<file path="config.mk">
export PLATFORM = sky130hd
export DESIGN_NAME = dmxrx_chan_mem
export DESIGN_NICKNAME = d
export VERILOG_FILES = /design/src/rtl/core/dmxrx_pkg.sv /design/src/rtl/core/dmxrx_chan_mem.sv
export SDC_FILE = /design/constraint.sdc
export NUM_CORES = 2
export LEC_CHECK = 0
export BUFFER_PORTS_ARGS = -buffer_cell sky130_fd_sc_hd__buf_2
export CORE_MARGIN = 4
export CORE_UTILIZATION = 50
export DETAILED_ROUTE_END_ITERATION = 6
export PLACE_DENSITY_LB_ADDON = 0.05
export SETUP_SLACK_MARGIN = 0.4
export SLEW_MARGIN = 20
export SYNTH_ARGS = -nofsm -noshare
export SYNTH_HDL_FRONTEND = slang
export SYNTH_MEMORY_MAX_BITS = 65536
export SYNTH_SLANG_ARGS = --single-unit
</file>
<file path="constraint.sdc">
create_clock -name clock -period 3.4 [get_ports clock]
set_input_delay 0.51 -clock clock [delete_from_list [all_inputs] [get_ports clock]]
set_output_delay 0.51 -clock clock [all_outputs]
set_load 0.02 [all_outputs]
</file>
<file path="src/rtl/core/dmxrx_pkg.sv">
// Shared types and constants of the DMX512 frame receiver.
`default_nettype none

package dmxrx_pkg;

   // Default number of channels in one frame
   localparam int MAX_CHANNELS_DEF = 512;

   // Field widths of the channels
   localparam int ACTION_W  = 3;
   localparam int BYTE_W    = 8;
   localparam int INDEX_W   = 10;
   localparam int COUNT_W   = 10;
   localparam int STATE_W   = 3;
   localparam int MS_W      = 8;
   localparam int CSR_IDX_W = 1;
   localparam int CSR_DAT_W = 8;

   // Action codes of an input word
   localparam logic [ACTION_W-1:0] ACT_BYTE        = 3'd0;
   localparam logic [ACTION_W-1:0] ACT_ERROR       = 3'd1;
   localparam logic [ACTION_W-1:0] ACT_TICK        = 3'd2;
   localparam logic [ACTION_W-1:0] ACT_READ        = 3'd3;
   localparam logic [ACTION_W-1:0] ACT_RESET_FRAME = 3'd4;

   // Register indexes of the control port
   localparam logic [CSR_IDX_W-1:0] CSR_START_CODE = 1'd0;
   localparam logic [CSR_IDX_W-1:0] CSR_MIN_BREAK  = 1'd1;

   // Register reset values
   localparam logic [CSR_DAT_W-1:0] START_CODE_RST = 8'd0;
   localparam logic [CSR_DAT_W-1:0] MIN_BREAK_RST  = 8'd1;

   // Millisecond counter saturation point
   localparam logic [MS_W-1:0] MS_SAT = 8'hFF;

   // Receiver phase
   typedef enum logic [STATE_W-1:0] {
      PH_IDLE  = 3'd0,
      PH_BREAK = 3'd1,
      PH_START = 3'd2,
      PH_DATA  = 3'd3,
      PH_ERROR = 3'd4
   } phase_type;

   // Input word
   typedef struct packed {
      logic [ACTION_W-1:0] action;
      logic [BYTE_W-1:0]   rx_byte;
      logic                framing_error;
      logic                other_error;
      logic [INDEX_W-1:0]  channel_index;
   } req_type;

   // Result word
   typedef struct packed {
      logic [BYTE_W-1:0]  channel_value;
      logic               frame_done;
      logic [COUNT_W-1:0] channels_received;
      logic [STATE_W-1:0] receiver_state;
   } rsp_type;

   // Status carried beside the channel read while it completes
   typedef struct packed {
      logic               rd_hit;
      logic               frame_done;
      logic [COUNT_W-1:0] channels_received;
      logic [STATE_W-1:0] receiver_state;
   } meta_type;

endpackage

`default_nettype wire

</file>
<file path="src/rtl/core/dmxrx_chan_mem.sv">
// Channel level memory: one write port, one registered read port.
`default_nettype none

module dmxrx_chan_mem
   import dmxrx_pkg::*;
#(
   parameter int DEPTH = MAX_CHANNELS_DEF + 1
) (
   input  wire logic                     clock,
   input  wire logic                     wr_en,
   input  wire logic [$clog2(DEPTH)-1:0] wr_addr,
   input  wire logic [BYTE_W-1:0]        wr_data,
   input  wire logic                     rd_en,
   input  wire logic [$clog2(DEPTH)-1:0] rd_addr,
   output logic      [BYTE_W-1:0]        rd_data
);

   logic [BYTE_W-1:0] mem [DEPTH];
   logic [BYTE_W-1:0] rd_data_ff;

   // Write a channel level
   always_ff @(posedge clock) begin
      if (wr_en) begin
         mem[wr_addr] <= wr_data;
      end
   end

   // Read a channel level, hold it otherwise
   always_ff @(posedge clock) begin
      if (rd_en) begin
         rd_data_ff <= mem[rd_addr];
      end
   end

   assign rd_data = rd_data_ff;

endmodule

`default_nettype wire

</file>
==> results.sh <==
export IMPL_groute_usage_overall_pct=28.02
export IMPL_ys_async_rst_share_pct=0
export IMPL_postSynthAreaPerCell_um2=22.12
export IMPL_worstPathRequired_ns=4.08
export IMPL_mostFrequentLayoutCells="sky130_fd_sc_hd__edfxtp_1 (4,112), sky130_fd_sc_hd__buf_4 (1,140), sky130_fd_sc_hd__mux4_2 (1,106), sky130_fd_sc_hd__nor2_1 (553), sky130_fd_sc_hd__clkbuf_16 (431)"
export IMPL_numClockSinks=4112
export IMPL_path_max_fanout=1
export IMPL_io_pin_count=39
export IMPL_synthTopCellsByArea="sky130_fd_sc_hd__edfxtp_1 (77%), sky130_fd_sc_hd__mux4_2 (16%), sky130_fd_sc_hd__nor2_1 (1.3%)"
export IMPL_cpMaxStageDelayCell="sky130_fd_sc_hd__or4_1"
export IMPL_grt_max_degree=161
export IMPL_synth_edff_count=4112
export IMPL_synthesis_area_mm2=0.1598
export IMPL_grt_use_met1_pct=40.52
export IMPL_finalPower_uw=106900
export IMPL_fin_tns_setup_ns=0
export IMPL_wl_per_cell_um=35.32
export IMPL_grt_first_pass_wirelength_um=651200
export IMPL_wirelength_um=462300
export IMPL_r2r_start="mem[187][5]"
export IMPL_number_of_global_route_vias_before_repair=82300
export IMPL_initial_antenna_violation_count=47
export IMPL_clk_latency_ns=0.95
export IMPL_post_synth_num_cell_types=71
export IMPL_dp_hpwl_um=301500
export IMPL_clock_root_buffer="sky130_fd_sc_hd__clkbuf_16"
export IMPL_floorplan_die_height_um=573.4
export IMPL_ys_seq_elements=4112
export IMPL_register_area_mm2=0.1235
export IMPL_stdcell_count=13090
export IMPL_placed_insts=12300
export IMPL_maxSlewHeadroom_pct=26.30
export IMPL_yosysWarnings=0
export IMPL_fp_dieArea_mm2=0.3288
export IMPL_io_buffer_count=38
export IMPL_hold_viol=0
export IMPL_grt_use_met3_pct=4.644
export IMPL_hp_start="wr_data[6]"
export IMPL_drt_antenna_violating_nets=0
export IMPL_place_worst_setup_slack_ns=-0.8279
export IMPL_postLayoutCoreUtil_pct=59.26
export IMPL_via_count=81750
export IMPL_drcViolationCount=0
export IMPL_most_used_layer_global_route="met2"
export IMPL_finalWorstPathRequiredPeriod_ns=2.983
export IMPL_start_util_pct=50.25
export IMPL_placeableCoreArea_mm2=0.3181
export IMPL_worstReg2RegEnd="rd_data[5]"
export IMPL_cts_clk_slew_worst_paths_ns=0.06
export IMPL_finalCritPeriodShare_pct=87.75
export IMPL_worstMarginPinSlew_ns=1.099
export IMPL_cp_common_cell="sky130_fd_sc_hd__mux4_2"
export IMPL_grt_util_met2_pct=44.68
export IMPL_yosysTopAreaCellShare_pct=77.26
export IMPL_fp_row_count=207
export IMPL_synth_main_ff_cell="sky130_fd_sc_hd__edfxtp_1"
export IMPL_fmax_mhz=335.2
export IMPL_multi_input_comb_area_mm2=0.03411
export IMPL_postSynthCellCount=7225
export IMPL_post_route_cells_drive_above_1_share_pct=35.22
export IMPL_synth_top_cell_by_area="sky130_fd_sc_hd__edfxtp_1"
export IMPL_cp_end_kind="register"
export IMPL_finalWeightedCongestion=0.8554
export IMPL_drt_first_pass_iters=6
export IMPL_critPathLaunchType="register"
export IMPL_cp_cell_sequence="mux4_2 > mux4_2 > nand2_1 > a21oi_1 > or4_1 > o311ai_1 > buf_4 > o211ai_1"
export IMPL_drt_vias_per_instance=6.245
export IMPL_worst_hold_path_endpoint="mem[206][6]"
export IMPL_run_status="complete, no violations"
export IMPL_sequential_share_of_the_synthesized_area_pct=77.26
export IMPL_cp_class="register to register"
export IMPL_drt_initial_drc_count=10180
export IMPL_synth_fp_nets=7256
export IMPL_cts_buffers=421
export IMPL_worstHoldPathType="input port to register"
export IMPL_fillCellCount=22910
export IMPL_skew_ns=0.03573
export IMPL_leakage_uw=0.06105
export IMPL_power_per_cell_area_mw_per_mm2=567.0
export IMPL_post_route_worst_setup_slack_ns=0.4166
export IMPL_timing_hold_worst_path_depth=1
export IMPL_ctsHtreeMaxLevel=5
export IMPL_cts_tree="done"
export IMPL_max_clock_path_buffers=4
export IMPL_global_route_overflow_total=0
export IMPL_leading_cell_type_in_the_layout_fill_and_taps_excluded="sky130_fd_sc_hd__edfxtp_1"
export IMPL_maxCapViolCount=0
export IMPL_die_w_um=573.4
export IMPL_area_growth_syn_to_layout_pct=17.93
export IMPL_ff_to_ff_setup_slack_ns=0.42
export IMPL_critical_path_max_stage_delay_ns=0.66
export IMPL_final_net_count=8576
export IMPL_reg2reg_depth=8
export IMPL_finalMaxSlewViolations=0
export IMPL_critical_path_arrival_ns=3.67
export IMPL_unrepaired_setup_endpoints_after_global_routing="yes"
export IMPL_largest_voltage_drop_on_the_vdd_net_mv=0.4890
export IMPL_finalSetupViolations=0
[state kept, by name (all words and copies together), names as in the netlist]
register / count
mem: 4104
rd_data: 8
[power by group]
group / internal (µW) / switching [µW]
clock network: 25800 / 19200
registers: 55800 / 32.6
logic: 2410 / 3650
total: 84000 / 22900
[critical path, delay by kind of cell, from the launching register on]
kind	cells	cell delay, ns
mux	2	1.03
simple gates	2	0.75
compound gates	3	0.40
flops	1	0.37
buf+inv	1	0.18
[synth_stat cells (5+ instances only)]
cell / count
sky130_fd_sc_hd__and2_1: 11
sky130_fd_sc_hd__nor2_1: 556
sky130_fd_sc_hd__a311oi_1: 8
sky130_fd_sc_hd__a32oi_1: 9
sky130_fd_sc_hd__nand3_1: 65
sky130_fd_sc_hd__a211o_1: 6
sky130_fd_sc_hd__nand4_1: 12
sky130_fd_sc_hd__o21ai_1: 6
sky130_fd_sc_hd__nor2b_1: 27
sky130_fd_sc_hd__mux4_2: 1106
sky130_fd_sc_hd__buf_8: 5
sky130_fd_sc_hd__a21oi_1: 45
sky130_fd_sc_hd__o221ai_1: 21
sky130_fd_sc_hd__mux2_2: 20
sky130_fd_sc_hd__nand2b_1: 15
sky130_fd_sc_hd__a221oi_1: 17
sky130_fd_sc_hd__clkbuf_1: 177
sky130_fd_sc_hd__nor4_1: 9
sky130_fd_sc_hd__a31oi_1: 18
sky130_fd_sc_hd__a22oi_1: 24
sky130_fd_sc_hd__buf_6: 59
sky130_fd_sc_hd__nor3_1: 23
sky130_fd_sc_hd__or4_1: 5
sky130_fd_sc_hd__buf_4: 58
sky130_fd_sc_hd__o211ai_1: 8
sky130_fd_sc_hd__nor3b_1: 6
sky130_fd_sc_hd__a211oi_1: 33
sky130_fd_sc_hd__or3_1: 6
sky130_fd_sc_hd__nand2_1: 222
sky130_fd_sc_hd__buf_1: 29
sky130_fd_sc_hd__o22ai_1: 75
sky130_fd_sc_hd__o21ai_0: 17
sky130_fd_sc_hd__o32ai_1: 5
sky130_fd_sc_hd__mux2i_1: 196
sky130_fd_sc_hd__buf_2: 122
sky130_fd_sc_hd__a2111oi_0: 12
sky130_fd_sc_hd__and3_1: 14
sky130_fd_sc_hd__edfxtp_1: 4112
[routing by layer]
| metal | wire length, µm | up-vias |
|---|---|---|
| li1 | - | 33100 |
| met2 | 222900 | 3668 |
| met3 | 37260 | 655 |
| met4 | 15060 | 14 |
| met5 | 87 | - |
| met1 | 187000 | 44320 |
[metrics by stage]
stage,cell area [µm²],hold WS [ns]
after floorplan,159900,0.5180
after detailed placement,174900,0.5385
after global placement,174900,0.5400
after CTS,188300,0.01505
after global routing,188400,0.03929
final,188500,0.06055
[final cells by class]
cell class	instances	area share (%)
Multi-Input combinational cell	2654	18.10
Tap cell	4180	2.775
Clock buffer	515	5.890
Antenna cell	19	0.02523
Inverter	7	0.02323
Timing Repair Buffer	1349	6.506
Sequential cell	4112	65.51
Clock inverter	255	1.172
[how the worst max path moves through the flow]
stage | from | endpoint | slack, ns
global route | mem[59][7] | rd_data[7] | 0.38
global placement | rd_addr[1] | rd_data[3] | -1.05
detailed placement | rd_addr[0] | rd_data[7] | -0.83
CTS | mem[79][7] | rd_data[7] | 0.24
finish | mem[187][5] | rd_data[5] | 0.42
floorplan | rd_addr[0] | rd_data[0] | 0.37
[timing repair]
action	in CTS	in global routing
gates resized for setup	10	19
endpoints found under the setup margin	6	6
hold endpoints to repair	47	0
buffers inserted	0	0
hold buffers	3	0
pin swaps	0	2
[logic make-up after synthesis]
logic type | Yosys count | share of synthesized area, %
AO/OA/AOI/OAI | 344 | 1.534
buffers and inverters | 459 | 1.642
flip-flops | 4112 | 77.26
multiplexers | 1326 | 16.98
AND/OR/NAND/NOR | 984 | 2.586
No activity file was read; power rests on OpenSTA's default activity.
